===== config.mk =====
export PLATFORM = sky130hd
export DESIGN_NAME = bcd_time_to_epoch_seconds_top
export DESIGN_NICKNAME = d
export VERILOG_FILES = /design/src/sv/bte_pkg.sv /design/src/sv/bte_decode.sv /design/src/sv/bcd_time_to_epoch_seconds_top.sv
export SDC_FILE = /design/constraint.sdc
export NUM_CORES = 1
export LEC_CHECK = 0
export BUFFER_PORTS_ARGS = -buffer_cell sky130_fd_sc_hd__clkbuf_2
export CELL_PAD_IN_SITES_DETAIL_PLACEMENT = 1
export CELL_PAD_IN_SITES_GLOBAL_PLACEMENT = 1
export CORE_MARGIN = 4
export CORE_UTILIZATION = 57
export CTS_BUF_LIST = sky130_fd_sc_hd__clkbuf_2
export DETAILED_ROUTE_END_ITERATION = 6
export GPL_TIMING_DRIVEN = 0
export HOLD_SLACK_MARGIN = 0.02
export PLACE_DENSITY_LB_ADDON = 0.08
export REMOVE_ABC_BUFFERS = 1
export SYNTH_ARGS = -nofsm -noshare
export SYNTH_HDL_FRONTEND = slang
export SYNTH_HIERARCHICAL = 1
export SYNTH_SLANG_ARGS = --single-unit
export TNS_END_PERCENT = 1

===== constraint.sdc =====
create_clock -name clk -period 11.2 [get_ports clk]
set_clock_uncertainty 0.2 [all_clocks]
set_input_delay 0.56 -clock clk [delete_from_list [all_inputs] [get_ports clk]]
set_output_delay 0.56 -clock clk [all_outputs]
set_load 0.1 [all_outputs]

===== src/sv/bte_pkg.sv =====
// types, constants and the month table of the bcd time to epoch seconds converter
// no dependencies
package bte_pkg;

    // one input beat: a bcd time message
    typedef struct packed {
        logic        mode;
        logic        leap_year;
        logic [7:0]  fraction_bcd;
        logic [6:0]  seconds_bcd;
        logic [6:0]  minutes_bcd;
        logic [5:0]  hours_bcd;
        logic [9:0]  day_bcd;
        logic [4:0]  month_bcd;
        logic [15:0] year_bcd;
    } in_t;

    // one output beat
    typedef struct packed {
        logic signed [38:0] epoch_seconds;
        logic [23:0]        fraction_100ns;
        logic               date_format;
        logic               day_error;
    } out_t;

    // decoded message, first pipeline stage
    typedef struct packed {
        logic        mode;
        logic        err;
        logic [23:0] frac;
        logic [17:0] tod;
        logic [10:0] doy_days;  // day count of the day-of-year form
        logic [14:0] yy;        // march-based year shifted by 400
        logic [8:0]  mdays;     // days into the march-based year
    } dec_t;

    localparam logic [0:0] MODE_DOY  = 1'b0;
    localparam logic [0:0] MODE_DATE = 1'b1;

    localparam int unsigned DAYS_TO_1971 = 365;
    localparam int unsigned DAYS_TO_1972 = 730;
    localparam int unsigned YEAR_SHIFT   = 400;
    // 146097 + 719468 + 1 (day of month counts from one)
    localparam int unsigned DAY_OFFSET   = 865566;
    localparam int unsigned SECS_PER_DAY = 86400;

    // floor(x / 100) == (x * RECIP_100) >> RECIP_SHIFT for x below 43690
    localparam int unsigned RECIP_100   = 5243;
    localparam int unsigned RECIP_SHIFT = 19;

    // days from march 1st to the first of the month, month index 0 = january
    function automatic logic [8:0] month_doy(input logic [3:0] mon0);
        logic [8:0] d;
        unique case (mon0)
            4'd0:    d = 9'd306;
            4'd1:    d = 9'd337;
            4'd2:    d = 9'd0;
            4'd3:    d = 9'd31;
            4'd4:    d = 9'd61;
            4'd5:    d = 9'd92;
            4'd6:    d = 9'd122;
            4'd7:    d = 9'd153;
            4'd8:    d = 9'd184;
            4'd9:    d = 9'd214;
            4'd10:   d = 9'd245;
            4'd11:   d = 9'd275;
            default: d = 9'd0;
        endcase
        return d;
    endfunction

endpackage


===== src/sv/bte_decode.sv =====
// digit decode of one bcd time message: time of day, fraction, day counts, year
// depends on bte_pkg
module bte_decode
    import bte_pkg::*;
(
    input  in_t  msg,
    output dec_t dec
);

    logic [6:0]  sec_v;
    logic [6:0]  min_v;
    logic [5:0]  hr_v;
    logic [8:0]  yday;
    logic [7:0]  mday;
    logic [5:0]  mraw;
    logic [1:0]  mq;
    logic [3:0]  mon0;
    logic [14:0] year_v;

    always_comb
    begin
        sec_v = 7'(msg.seconds_bcd[6:4]) * 7'd10 + 7'(msg.seconds_bcd[3:0]);
        min_v = 7'(msg.minutes_bcd[6:4]) * 7'd10 + 7'(msg.minutes_bcd[3:0]);
        hr_v  = 6'(msg.hours_bcd[5:4]) * 6'd10 + 6'(msg.hours_bcd[3:0]);

        yday = 9'(msg.day_bcd[9:8]) * 9'd100 + 9'(msg.day_bcd[7:4]) * 9'd10
             + 9'(msg.day_bcd[3:0]);
        mday = 8'(msg.day_bcd[7:4]) * 8'd10 + 8'(msg.day_bcd[3:0]);

        // month - 1 + 12, split into year carry and month index
        mraw = 6'(msg.month_bcd[4]) * 6'd10 + 6'(msg.month_bcd[3:0]) + 6'd11;
        priority if (mraw >= 6'd36) mq = 2'd3;
        else if (mraw >= 6'd24)     mq = 2'd2;
        else if (mraw >= 6'd12)     mq = 2'd1;
        else                        mq = 2'd0;
        mon0 = 4'(mraw - 6'(mq) * 6'd12);

        year_v = 15'(msg.year_bcd[15:12]) * 15'd1000 + 15'(msg.year_bcd[11:8]) * 15'd100
               + 15'(msg.year_bcd[7:4]) * 15'd10 + 15'(msg.year_bcd[3:0]);

        dec.mode = msg.mode;
        dec.err  = (msg.mode == MODE_DOY)
                && (yday > (msg.leap_year ? 9'd366 : 9'd365));
        dec.frac = 24'(msg.fraction_bcd[7:4]) * 24'd1000000
                 + 24'(msg.fraction_bcd[3:0]) * 24'd100000;
        dec.tod  = 18'(hr_v) * 18'd3600 + 18'(min_v) * 18'd60 + 18'(sec_v);
        dec.doy_days = (msg.leap_year ? 11'(DAYS_TO_1972) : 11'(DAYS_TO_1971))
                     + 11'(yday) - 11'd1;
        // january and february belong to the march-based year before
        dec.yy    = year_v + 15'(YEAR_SHIFT) + 15'(mq) - 15'd1 - 15'(mon0 < 4'd2);
        dec.mdays = month_doy(mon0) + 9'(mday);
    end

endmodule


===== src/sv/bcd_time_to_epoch_seconds_top.sv =====
// registers: an accepted message beat passes s1_reg, s2_reg, s3_reg and s4_reg in order to its result beat
// throughput: one beat per cycle; bubbles collapse, each stage holds under back-pressure
// stages: digit decode, reciprocal divides by 100 and 400, day count, day*86400 + time of day
// reset: asynchronous, clears the stage valid bits only; data registers are not reset
// depends on bte_pkg and bte_decode
module bcd_time_to_epoch_seconds_top
    import bte_pkg::*;
(
    input  logic clk,
    input  logic rst_n,
    input  logic msg_valid,
    output logic msg_ready,
    input  in_t  msg,
    output logic res_valid,
    input  logic res_ready,
    output out_t res
);

    // stage 2: leap-year terms of the day count
    typedef struct packed {
        logic        mode;
        logic        err;
        logic [23:0] frac;
        logic [17:0] tod;
        logic [10:0] doy_days;
        logic [23:0] yy365;
        logic [12:0] q4;
        logic [8:0]  q100;
        logic [6:0]  q400;
        logic [8:0]  mdays;
    } s2_t;

    // stage 3: signed day count since 1970-01-01
    typedef struct packed {
        logic               mode;
        logic               err;
        logic [23:0]        frac;
        logic [17:0]        tod;
        logic signed [24:0] days;
    } s3_t;

    dec_t dec;
    dec_t s1_reg;
    s2_t  s2_reg, s2_next;
    s3_t  s3_reg, s3_next;
    out_t s4_reg, s4_next;

    logic v1_reg, v2_reg, v3_reg, v4_reg;
    logic rdy1, rdy2, rdy3, rdy4;

    logic [27:0]        p100;
    logic [25:0]        p400;
    logic [24:0]        day_pos;
    logic signed [42:0] secs_full;

    // digit decode sits in front of the first register
    bte_decode u_decode (
        .msg (msg),
        .dec (dec)
    );

    // a stage takes a new beat when it is empty or its content moves on
    assign rdy4 = !v4_reg || res_ready;
    assign rdy3 = !v3_reg || rdy4;
    assign rdy2 = !v2_reg || rdy3;
    assign rdy1 = !v1_reg || rdy2;

    assign msg_ready = rdy1;
    assign res_valid = v4_reg;
    assign res       = s4_reg;

    // stage 2: year times 365, year / 4, and divisions by 100 and 400 through a reciprocal multiply
    always_comb
    begin
        p100 = 28'(s1_reg.yy) * 28'(RECIP_100);
        p400 = 26'(s1_reg.yy[14:2]) * 26'(RECIP_100);

        s2_next.mode     = s1_reg.mode;
        s2_next.err      = s1_reg.err;
        s2_next.frac     = s1_reg.frac;
        s2_next.tod      = s1_reg.tod;
        s2_next.doy_days = s1_reg.doy_days;
        s2_next.yy365    = 24'(s1_reg.yy) * 24'd365;
        s2_next.q4       = s1_reg.yy[14:2];
        s2_next.q100     = p100[27:RECIP_SHIFT];
        s2_next.q400     = p400[25:RECIP_SHIFT];
        s2_next.mdays    = s1_reg.mdays;
    end

    // stage 3: gregorian day count, or the day-of-year count
    always_comb
    begin
        day_pos = 25'(s2_reg.yy365) + 25'(s2_reg.q4) + 25'(s2_reg.q400)
                + 25'(s2_reg.mdays);

        s3_next.mode = s2_reg.mode;
        s3_next.err  = s2_reg.err;
        s3_next.frac = s2_reg.frac;
        s3_next.tod  = s2_reg.tod;
        if (s2_reg.mode == MODE_DATE)
        begin
            s3_next.days = signed'(day_pos - 25'(s2_reg.q100) - 25'(DAY_OFFSET));
        end
        else
        begin
            s3_next.days = signed'(25'(s2_reg.doy_days));
        end
    end

    // stage 4: seconds, wrapping to 39 bits; a day past the year gives zero
    always_comb
    begin
        secs_full = 43'(s3_reg.days) * 43'sd86400 + signed'(43'(s3_reg.tod));

        s4_next.epoch_seconds  = s3_reg.err ? '0 : secs_full[38:0];
        s4_next.fraction_100ns = s3_reg.frac;
        s4_next.date_format    = s3_reg.mode;
        s4_next.day_error      = s3_reg.err;
    end

    // valid bits
    always_ff @(posedge clk or negedge rst_n)
    begin
        if (!rst_n)
        begin
            v1_reg <= 1'b0;
            v2_reg <= 1'b0;
            v3_reg <= 1'b0;
            v4_reg <= 1'b0;
        end
        else
        begin
            if (rdy1) v1_reg <= msg_valid;
            if (rdy2) v2_reg <= v1_reg;
            if (rdy3) v3_reg <= v2_reg;
            if (rdy4) v4_reg <= v3_reg;
        end
    end

    // data registers load only with a valid beat
    always_ff @(posedge clk)
    begin
        if (rdy1 && msg_valid) s1_reg <= dec;
        if (rdy2 && v1_reg)    s2_reg <= s2_next;
        if (rdy3 && v2_reg)    s3_reg <= s3_next;
        if (rdy4 && v3_reg)    s4_reg <= s4_next;
    end

endmodule


# After elaboration in Yosys (flattened, before gate mapping)
# Memory sizes are Yosys's and may differ from the RTL's.
# Cells that the tools add are included.
# word_totals
input_bits,65
output_inout_bits,67
reg_bits,334
rom_bits,144
memories,1
# classes
mul,19
bitwise,1
magnitude_cmp,5
n_reduce_logical,13
muxes,6
n_addsub,28
# memory_table
memory,depth,width,read_ports,rd_ports_with_merged_regs,write_ports,line_no,source
(no name shown),16,9,1,0,0,bte_pkg.sv:54,unique case (mon0)
# op_table
cell,count
39-bit by 19-bit adder with 39-bit output,1
"25-bit by 11-bit multiplier with 32-bit output, second input constant",1
"15-bit by 13-bit multiplier with 28-bit output, second input constant",1
"13-bit by 13-bit multiplier with 26-bit output, second input constant",1
24-bit by 13-bit adder with 25-bit output,1
25-bit by 7-bit adder with 25-bit output,1
25-bit by 9-bit adder with 25-bit output,1
"25-bit by 20-bit subtractor with 25-bit output, second input constant",1
25-bit by 9-bit subtractor with 25-bit output,1
24-bit by 21-bit adder with 24-bit output,1
"15-bit by 9-bit multiplier with 24-bit output, second input constant",1
"4-bit by 3-bit multiplier with 7-bit output, second input constant",3
18-bit by 13-bit adder with 18-bit output,1
18-bit by 7-bit adder with 18-bit output,1
9-bit by 8-bit adder with 9-bit output,2
"4-bit by 14-bit multiplier with 18-bit output, second input constant",1
"4-bit by 12-bit multiplier with 16-bit output, second input constant",1
14-bit by 11-bit adder with 15-bit output,1
15-bit by 2-bit adder with 15-bit output,1
15-bit by 4-bit adder with 15-bit output,1
15-bit by 8-bit adder with 15-bit output,1
"15-bit by 9-bit adder with 15-bit output, second input constant",1
15-bit by 1-bit subtractor with 15-bit output,1
"15-bit by 1-bit subtractor with 15-bit output, second input constant",1
31 further kinds,45

# Logic depth before layout (Yosys ltp)
# Gate-level depths: netlist of the first run.
# depth
word_depth,11
depth_mapped,28

# Cells and area by module
# The synthesis of the first run kept the hierarchy.
# by_module_without_submodules
module,n_inst,cells_per_inst,seq_area_each_um2,area_per_inst_um2
bcd_time_to_epoch_seconds_top,1,2028,10009.6,24837.6
bte_decode,1,987,0.0,8136.6

# Worst setup path before layout of the first run
# No wires, ideal clock.
# synth_path
path_kind,input to register
startpoint,input port msg[17] (netlist bit)
endpoint,"register s1_reg[20] (netlist bit), data pin"
path_stages,26
path_buffers,2
setup_time_ns,0.258
path_slack_ns,4.948
t_arrival_ns,5.794
path_cell_list,inv_1 ha_1 inv_1 ha_1 inv_1 fa_1 nand2b_1 a221o_1 o21a_1 ha_1 clkbuf_1 clkbuf_1 and2_1 fa_1 fa_1 inv_1 ha_1 ha_1 inv_1 fa_1 inv_1 a21oi_1 o21ai_0 a311oi_1 or3_1 xnor2_1
# synth_lines
item,line_no,source
start: declaration,bcd_time_to_epoch_seconds_top.sv:13,"input in_t msg,"
end signal: assignment,bcd_time_to_epoch_seconds_top.sv:143,if (rdy1 && msg_valid) s1_reg <= dec;
end: declaration,bcd_time_to_epoch_seconds_top.sv:43,dec_t s1_reg;

# Worst setup path after layout of the first run
# layout_path
startpoint,register s1_reg[17] (netlist bit)
endpoint,"register s2_reg[23] (netlist bit), data pin"
# layout_via
elab_chain_cells,1
# layout_lines
item,line_no,source
15-bit by 13-bit multiplier with 28-bit output,bcd_time_to_epoch_seconds_top.sv:75,p100 = 28'(s1_reg.yy) * 28'(RECIP_100);
named net p100[26],bcd_time_to_epoch_seconds_top.sv:51,logic [27:0] p100;
end signal: assignment,bcd_time_to_epoch_seconds_top.sv:144,if (rdy2 && v1_reg) s2_reg <= s2_next;
end: declaration,bcd_time_to_epoch_seconds_top.sv:44,"s2_t s2_reg, s2_next;"
# The timed path passes the listed nets, and every way through them passes these cells.
# A chain may end at the register's enable or synchronous reset.

==> results.md, run 1 <==
- Die height: ~250 um
- Setup TNS: 0 ns
- Max Slew Vio Count: 0
- CTS max path bufs: 3
- Rel. slew slack: 0.3087
- Largest family of logic cells by synthesized area: adder cells
- Largest net degree at the start of global routing: 72
- Vias per inst: approximately 5.5
- Post-synthesis compound-gate area fraction: 0.09839
- RSZ-0062 raised after global routing: false
- Synth area leader: edfxtp_1
- Layout cells sized above 1: 0.1042
- Seq/Total Area, Yosys: 0.3036
- Initial antenna violation count: 7
- Status: finished, final reports clean
- Tmin final: 6.528 ns
- Row count: 87
- Seq. cell area: 10010 sq um
- Cells after synthesis: 3015
- Clk slew on worst S/H paths: 0.11 ns
- Worst Max-Slew Pin Slew: 1.037 ns
- Critical Path Sink Type: register
- Most common cell after layout, fill and taps aside: inv_1
- Critical path class: register to register
- First-pass GRT wire length: 130400 um
- Core footprint: approximately 57000 sq um
- CTS Sinks: about 330
- DR DRC count: 0
- R2R cell count: 19
- Register bit count reported by yosys: 334
- Total Wirelength: approximately 79000 um
- Final #Nets: around 4200
- Post-synth EDFFs: 330
- Leading post-synthesis cells by cell area: edfxtp_1, ha_1, fa_1, inv_1, xnor2_1
- Die area: a little over 60000 sq um
- CTS tree: done
- PortBufs: 131
- Max stage delay on crit path: 0.64 ns
- Adder-cell share of the synthesized area: 0.3878
- Chip width: 248.5 um
- Avg WL per Cell: 19.29 um
- Ys Warns: 6
- Startpoint Class: register
- Fill cells: 6202
- Synth Area in Simple Gates: 0.07764
- Gr ovfl total: 0
- Placer Congestion: 0.8581
- Reg2reg setup slack: 4.67 ns
- Initial core utilization: 0.5803
- Post-CTS Resized: 0
- Crit path from: s1_reg[17]
- Post-synth top area share: 0.3005
- Final setup vio count: 0
- Worst setup endpoint: s2_reg[23]
- Io pins: between 100 and 150
- Starting DRT DRC Count: 932
- Root Buffer: clkbuf_2
- Worst hold path type: input port to register
- Max-Cap Viols: 0
- Synthesized cell area: roughly 33000 sq um
- Area Overhead vs Synth: 8.670%
- Mux cell area share after synthesis: 0.006527
- Crit path DAT: 7.24 ns
- Hold Vio Cnt, Final: 0
- Drt pass-1 iters: 5
- Via Count: 22653
- Critical Path RT: ~12 ns
- CP Max Fanout: 7
- Synth cell types: between 100 and 150
- R2R Path End: s2_reg[23]
- Fmax: 153.2 MHz
- FF-to-FF Start: s1_reg[17]
- Vias in the first global route: roughly 26000
- Leading cell types in the layout, fill and taps excluded: inv_1, ha_1, edfxtp_1
- DP HPWL: 63650 um
- GR Util All Layers: 0.2568
- TritonCTS Buffers: 91
- Crit-path slowest cell: edfxtp_1
- Fin crit share: 0.5829
- Routed Antenna Nets: 0
- Share of flip-flops with an asynchronous set or reset: 0.01198
- Htree depth: 3
- Worst-path cell chain: ha_1 -> inv_1 -> fa_1 -> fa_1 -> inv_1 -> fa_1 -> inv_1 -> fa_1 -> inv_1 -> ha_1 -> nand3_1 -> nor2_1 -> a2111oi_0 -> a31oi_1 -> o21a_1 -> o21ai_0 -> a21oi_1 -> or4_1 -> nand4_1
- Syn Area/Cell: 10.94 sq um
- Multi-input logic area: 20480 sq um
- Largest register FFs: 117
- Xor and xnor area share after synthesis: 0.04967
- Main flop type after synthesis: edfxtp_1
- Worst-skew pair later-pin latency: 1.02 ns
==> metal layers <==
layer	up-vias	track usage	routed length [um]
met5	-	0	15
met3	141	0.03187	2365
met2	418	0.4870	42530
li1	10798	-	-
met1	11294	0.3019	31670
met4	2	0.08190	2201
==> cell usage after synthesis (8+ instances only) <==
master / count
fa_1: 280
nand2_1: 77
o21ai_0: 81
a2111oi_0: 10
o21bai_1: 10
a21o_1: 54
or3_1: 14
xor2_1: 64
buf_4: 8
o211ai_1: 15
nand2b_1: 24
o21a_1: 26
a21boi_0: 11
mux2_2: 8
edfxtp_1: 330
nor3b_1: 8
xnor2_1: 123
or2_2: 11
inv_1: 631
and2_1: 23
nor2b_1: 45
nand4_1: 12
a31oi_1: 16
nand3_1: 32
ha_1: 574
nor2_1: 135
a211oi_1: 15
clkbuf_1: 15
nor3_1: 46
or4_1: 8
and3_1: 17
a21oi_1: 125
mux2i_1: 11
==> final cells by class <==
cell class,instances,area share
diodes,6,0.0004190
clock buffers,122,0.01704
clock inverters,34,0.006006
inverters,632,0.06620
multi-input cells,2024,0.5715
flip-flops and latches,334,0.2793
well taps,756,0.02640
repair buffers,175,0.03310
==> worst max-delay path, delay by kind of cell, from the launching register on <==
family | cells | cell delay, ns
DFF | 1 | 0.64
buffers and inverters | 4 | 0.34
adders and majority gates | 6 | 2.93
AOI/OAI and AO/OA | 5 | 1.60
and+or+nand+nor | 4 | 0.78
==> cell families (layout without fill, tap and decap cells) <==
family          count (synthesis)  after routing
xor+xnor                      187            187
buf+inv                       661            963
flops                         334            334
compound gates                469            469
other cells                     1             11
fa+ha+maj                     854            854
simple gates                  489            489
mux                            20             20
==> through the flow <==
step	instance area, sq um	std cells	utilization	setup slack [ns]	hold slack, ns
6_report	35830	4083	0.6306	4.672	0.1817
5_1_grt	35830	4083	0.6306	4.407	0.1042
4_1_cts	35810	4076	0.6302	4.713	0.03281
3_5_place_dp	34610	3883	0.6091	4.173	0.1737
3_3_place_gp	34450	3877	0.6062	4.415	0.1667
2_1_floorplan	32850	2990	-	5.048	0.06441
==> what timing repair did <==
item,CTS,global route
hold buffers,37,1
setup buffers,0,0
endpoints found under the hold margin,86,1
endpoints found under the setup margin,0,0
==> worst min-delay path by stage <==
stage               cells past startpoint         end    start
CTS                                     2  s1_reg[78]  msg[60]
detailed placement                      1   res_valid    rst_n
global route                            3  s1_reg[36]  msg[48]
floorplan                               0   res_valid    rst_n
finish                                  4  s1_reg[12]   msg[9]
global placement                        1      v1_reg    rst_n
Power of run 1 is left out: the tool's default activity adds up to more than one toggle a clock period on the data nets, which glitch-free logic cannot reach.
==> run 2, diff against run 1 <==
- CORE_UTILIZATION: 57 -> 53
- clock period: 11.2 -> 6.75 ns (I/O delays scaled with it)
==> run 2 against run 1 <==
Effect of this change:
- utilization is 4.2 points lower
- fmax is 1.5% higher
- flip-flop and latch count stayed put
- first-iteration DRC count is 11% lower
- global-route usage is 2.4 points lower
- sequential share of layout area is 0.34 points lower
- worst hold slack worse by 0.024 ns
- clock-buffer cell count is 1 lower
- worst setup slack worse by 4.4 ns
- critical path depth is 1 lower
- register-to-register slack worse by 4.4 ns
==> results.md, run 2 (synthesis results as in run 1) <==
- Initial core utilization: 0.5353 (-0.04499)
- Clk slew on worst S/H paths: 0.11 ns (about the same)
- CP delay by family, top: adder cells
- Critical Path RT: 7.31 ns (-4.60 ns)
- R2R cell count: 18 (-1)
- Fin crit share: 0.9526 (+0.3697)
- Crit-path slowest cell: fa_1
- Max-Cap Viols: 0 (unchanged)
- CP Max Fanout: 5 (-2)
- Die height: 257.4 um (+3.6%)
- Initial antenna violation count: 9 (+2)
- Worst setup endpoint: res[64]
- Hold Vio Cnt, Final: 0 (unchanged)
- Placer Congestion: 0.8698 (+1.4%)
- Via Count: 22403 (-1.1%)
- RSZ-0062 raised after global routing: false
- Worst-path cell chain: ha_1 -> ha_1 -> fa_1 -> inv_1 -> fa_1 -> fa_1 -> inv_1 -> ha_1 -> a21o_1 -> a211o_1 -> a41oi_2 -> o21ai_0 -> a221oi_1 -> xnor2_1 -> nand4_1 -> nor3_2 -> a41o_2 -> o31ai_2
- Crit path from: s3_reg[4]
- Gr ovfl total: 0 (unchanged)
- Reg2reg setup slack: 0.32 ns (-4.35 ns)
- Final Util: 0.5890 (-0.04166)
- Slack of the critical path: 0.3202 ns (-4.352 ns)
- Worst hold path type: register to register
- DP Worst Slack: -0.1908 ns (-4.363 ns)
- DR DRC count: 0 (unchanged)
- Vias per inst: 5.328 (-4.0%)
- Worst Max-Slew Pin Slew: 1.057 ns (+0.01955 ns)
- First-pass GRT wire length: 126500 um (-3.0%)
- CTS max path bufs: 3 (unchanged)
- Rel. slew slack: 0.2957 (-0.01303)
- Drt pass-1 iters: 5 (unchanged)
- Layout cells sized above 1: 0.1030 (-0.001179)
- Critical Path Sink Type: register
- CTS Sinks: 334 (unchanged)
- R2R Path End: res[64]
- Fmax: 155.5 MHz (+1.5%)
- Total Wirelength: 75960 um (-3.6%)
- CTS tree: done
- Worst-skew pair later-pin latency: 1.05 ns (+0.03 ns)
- Root Buffer: clkbuf_2
- Max stage delay on crit path: 0.54 ns (-0.10 ns)
- Chip width: 257.4 um (+3.6%)
- Crit path DAT: 6.99 ns (-0.25 ns)
- Avg WL per Cell: 18.06 um (-6.4%)
- Fill cells: 6708 (+8.2%)
- Vias in the first global route: 25390 (-1.8%)
- Largest register FFs: 117 (unchanged)
- Row count: 91 (+4.6%)
- Worst path bufs/invs: 2 (-2)
- Most common cell after layout, fill and taps aside: inv_1
- PortBufs: 131 (unchanged)
- Htree depth: 3 (unchanged)
- Tmin final: 6.430 ns (-0.09842 ns)
- Setup Buffers After CTS: 0 (unchanged)
- GR Util All Layers: 0.2326 (-0.02418)
- Critical path class: register to register
- Max Slew Vio Count: 0 (unchanged)
- WP depth: 18 (-1)
- Largest net degree at the start of global routing: 72 (unchanged)
- Area Overhead vs Synth: 10.02%
- DP HPWL: 61470 um (-3.4%)
- Final setup vio count: 0 (unchanged)
- Status: finished, final reports clean
- FF-to-FF Start: s3_reg[4]
- Final #Nets: 4206 (+0.69%)
- Die area: 66270 sq um (+7.3%)
- Final Hold Slack: 0.1574 ns (-0.02428 ns)
- TritonCTS Buffers: 89 (-2.2%)
- Leading cell types in the layout, fill and taps excluded: inv_1, ha_1, edfxtp_1
- Startpoint Class: register
- Core footprint: 61600 sq um (+8.4%)
- Starting DRT DRC Count: 829 (-11%)
- Routed Antenna Nets: 0 (unchanged)
- Io pins: 132 (unchanged)
run 2: repair_timing:
action | 4_1_cts | 5_1_grt
gates resized for setup | 0 | 2
setup endpoints to repair | 0 | 4
hold endpoints to repair | 237 | 0
hold buffers | 69 | 0
run 2: worst min path at each step:
stage | slack, ns | endpoint | start | cells past startpoint
after floorplan | -0.16 | res_valid | rst_n | 0
after global placement | -0.05 | v1_reg | rst_n | 1
after detailed placement | -0.05 | v1_reg | rst_n | 1
after CTS | 0.02 | s1_reg[63] | msg[53] | 6
after global routing | 0.07 | s1_reg[63] | msg[53] | 6
final | 0.16 | s2_reg[6] | s1_reg[6] | 0
run 2: cell type report:
class	instances	area [sq um]	share of cell area
clock inverters	42	252.7	0.006967
repair buffers	206	1489	0.04104
well taps	837	1047	0.02887
diodes	9	22.52	0.0006208
clock buffers	121	605.6	0.01669
inverters	632	2372	0.06539
multi-input cells	2024	20480	0.5645
flip-flops and latches	334	10010	0.2759
run 2: per-stage QoR:
step	area, sq um	cells	TNS (ns)
4_1_cts	36250	4196	0
3_3_place_gp	34550	3958	0
3_5_place_dp	34710	3964	-0.3569
6_report	36280	4205	0
2_1_floorplan	32850	2990	0
5_1_grt	36280	4204	0
run 2: worst reg2reg max path, delay by kind of cell, from the launching register on:
kind                       cells  cell delay [ns]
buffers and inverters          2             0.10
adders and majority gates      6             2.60
xor gates and xnor gates       1             0.24
AOI/OAI and AO/OA              7             1.68
and+or+nand+nor                2             0.83
DFF                            1             0.53
run 2: metal layers:
| metal | global-route usage | vias to the layer above | wire [um] |
|---|---|---|---|
| met5 | 0 | - | 0 |
| met1 | 0.2721 | 11115 | 31120 |
| li1 | - | 10855 | - |
| met3 | 0.03307 | 109 | 2271 |
| met2 | 0.4459 | 324 | 40850 |
| met4 | 0.06119 | 0 | 1718 |
Power of run 2 is left out for the same reason.
==> run 3, diff against run 2 <==
- ABC_AREA: default -> 1
- CORE_UTILIZATION: 53 -> 51
==> run 3 against run 2 <==
Effect of this change:
- worst setup slack better by 0.45 ns
- non-clock buffer count up 8
- cell count up 18%
- register-to-register slack better by 0.45 ns
- fmax up 7.5%
- first-iteration DRC count up 16%
- highest routed layer unchanged
- critical endpoint unchanged
==> results.md, run 3 <==
- Ys Warns: 6 (unchanged)
- Core footprint: 67160 sq um (+9.0%)
- TritonCTS Buffers: 90 (+1.1%)
- Post-placement cell area: 36370 sq um (+4.8%)
- Cells after synthesis: 3727 (+24%)
- Initial core utilization: 0.5150 (-0.02036)
- Max Slew Vio Count: 0 (unchanged)
- Worst hold path type: register to register
- CTS Sinks: 334 (unchanged)
- Fmax: 167.2 MHz (+7.5%)
- Final setup vio count: 0 (unchanged)
- Register bit count reported by yosys: 334 (unchanged)
- Syn Area/Cell: 9.279 sq um (-15%)
- Max-Cap Viols: 0 (unchanged)
- Met2 wire len: 45010 um (+10%)
- Initial antenna violation count: 2 (-7)
- Most frequent cell after synthesis: inv_1
- DR DRC count: 0 (unchanged)
- Uppermost layer routed: met4
- Leading cell types in the layout, fill and taps excluded: inv_1, nand2_1, ha_1
- Clk slew on worst S/H paths: 0.10 ns (about the same)
- Worst Max-Slew Pin Slew: 0.9978 ns (-0.05876 ns)
- Hold buffers post-CTS: 78 (+13%)
- Synth cell types: 58 (-44%)
- Fin crit share: 0.8863 (-0.06627)
- Vias in the first global route: 28882 (+14%)
- Post-synth top area share: 0.2865 (-0.01398)
- Chip width: 268.4 um (+4.3%)
- CTS tree: done
- Setup Buffers After CTS: 0 (unchanged)
- Largest register FFs: 117 (unchanged)
- Rel. slew slack: 0.3332 (+0.03759)
- Seq/Total Area, Yosys: 0.2894 (-0.01412)
- Via Count: 25853 (+15%)
- CP Max Fanout: 5 (unchanged)
- Area Overhead vs Synth: 9.631%
- Share of flip-flops with an asynchronous set or reset: 0.01198 (unchanged)
- Total Wirelength: 88170 um (+16%)
- Drt pass-1 iters: 5 (unchanged)
- Crit path DAT: 6.52 ns (-0.47 ns)
- Avg WL per Cell: 17.80 um (-1.4%)
- Post-layout instance area: 37910 sq um (+4.5%)
- Synth area leader: edfxtp_1
- M1 WL: 38170 um (+23%)
- PortBufs: 131 (unchanged)
- Post-synth EDFFs: 330 (unchanged)
- Starting DRT DRC Count: 961 (+16%)
- Wire length on met3: 2580 um (+14%)
- Placer Congestion: 0.9141 (+5.1%)
- Row count: 95 (+4.4%)
- Post-CTS Resized: 0 (unchanged)
- Top cells by count, synth: inv_1, nand2_1, ha_1
- Tmin final: 5.982 ns (-0.4473 ns)
- R2R cell count: 25 (+7)
- Main flop type after synthesis: edfxtp_1
- Die height: 268.4 um (+4.3%)
- Critical Path Sink Type: register
- Root Buffer: clkbuf_2
- Final #Nets: 4936 (+17%)
- Layout cells sized above 1: 0.08634 (-0.01667)
- Status: finished, final reports clean
- Hold path cells: 0 (unchanged)
- GR Util All Layers: 0.2503 (+0.01764)
- First-pass GRT wire length: 145500 um (+15%)
- Gr ovfl total: 0 (unchanged)
- Leading post-synthesis cells by cell area: edfxtp_1, ha_1, fa_1, inv_1, nand2_1
- Critical path class: register to register
- Die area: 72040 sq um (+8.7%)
- Vias per inst: 5.221 (-2.0%)
- DP HPWL: 74480 um (+21%)
- RSZ-0062 raised after global routing: false
- Largest net degree at the start of global routing: 94 (+31%)
- Routed Antenna Nets: 0 (unchanged)
- Startpoint Class: register
- Io pins: 132 (unchanged)
- Synthesized cell area: 34580 sq um (+4.9%)
- Htree depth: 3 (unchanged)
- Critical Path RT: 7.29 ns (-0.02 ns)
- Most common cell after layout, fill and taps aside: inv_1
- Worst-skew pair later-pin latency: 1.12 ns (+0.07 ns)
- CTS max path bufs: 3 (unchanged)
- Hold Vio Cnt, Final: 0 (unchanged)
[run 3: final timing paths]
check	start	endpoint	slack [ns]
worst max-delay path	s3_reg[4]	res[64]	0.77
worst min-delay path	s2_reg[101]	s3_reg[53]	0.17
worst max register to register	s3_reg[4]	res[64]	0.77
worst min register to register	s2_reg[101]	s3_reg[53]	0.17
max in group asynchronous	rst_n	v3_reg	5.62
min in group asynchronous	rst_n	v1_reg	0.53
[run 3: per-layer routing]
layer / GRT usage / vias up
met5: 0 / -
met4: 0.07375 / 0
met3: 0.03012 / 126
met2: 0.4582 / 356
met1: 0.3113 / 12716
li1: - / 12655
[run 3: critical path, cell delays in order (launching register included)]
cell and delay, ns:
edfxtp_1 0.54, ha_1 0.34, ha_1 0.29, ha_1 0.27, inv_1 0.06, fa_1 0.53, fa_1 0.55, inv_1 0.04
ha_1 0.37, nand2_2 0.16, inv_1 0.07, a21oi_1 0.18, nand2_2 0.13, xor2_1 0.18, ha_1 0.39, nand2_1 0.09
nor2_1 0.16, nand3_1 0.10, nand2_1 0.14, nand3_2 0.14, nor2_4 0.20, nand3_1 0.14, nor2_1 0.23, nand3_1 0.10
nand2_1 0.07, nor2_1 0.05
[run 3: kinds of logic (layout without fill, tap and decap cells)]
logic type / after synthesis / count (layout) / share of synthesized area
AND/OR/NAND/NOR: 1043 / 1043 / 0.1318
flip-flops: 334 / 334 / 0.2894
other: 1 / 7 / 0.0001084
buffers and inverters: 903 / 1249 / 0.09920
AO/OA/AOI/OAI: 433 / 433 / 0.06925
adder cells (fa/ha/maj): 854 / 854 / 0.3698
XOR/XNOR: 159 / 159 / 0.04049
[run 3: cell type report]
cell class,instances,area (sq um)
antenna,2,5.005
tap,873,1092
multi-input combinational,2494,21170
inverter,883,3322
clock inverter,28,140.1
clock buffer,124,620.6
sequential,334,10010
fill,7889,29240
timing repair buffer,214,1551
[run 3: per-stage QoR]
step / util / hold WS (ns) / setup TNS, ns / setup slack [ns] / cells
final: 0.5645 / 0.1713 / 0 / 0.7676 / 4952
after global routing: 0.5645 / 0.1306 / 0 / 0.4089 / 4951
after CTS: 0.5645 / 0.03980 / 0 / 0.7187 / 4950
after detailed placement: 0.5415 / -0.04168 / 0 / 0.4109 / 4720
after global placement: 0.5395 / -0.05399 / -30.75 / -0.4142 / 4715
after floorplan: - / -0.1581 / 0 / 1.472 / 3711
Power of run 3 is left out for the same reason.
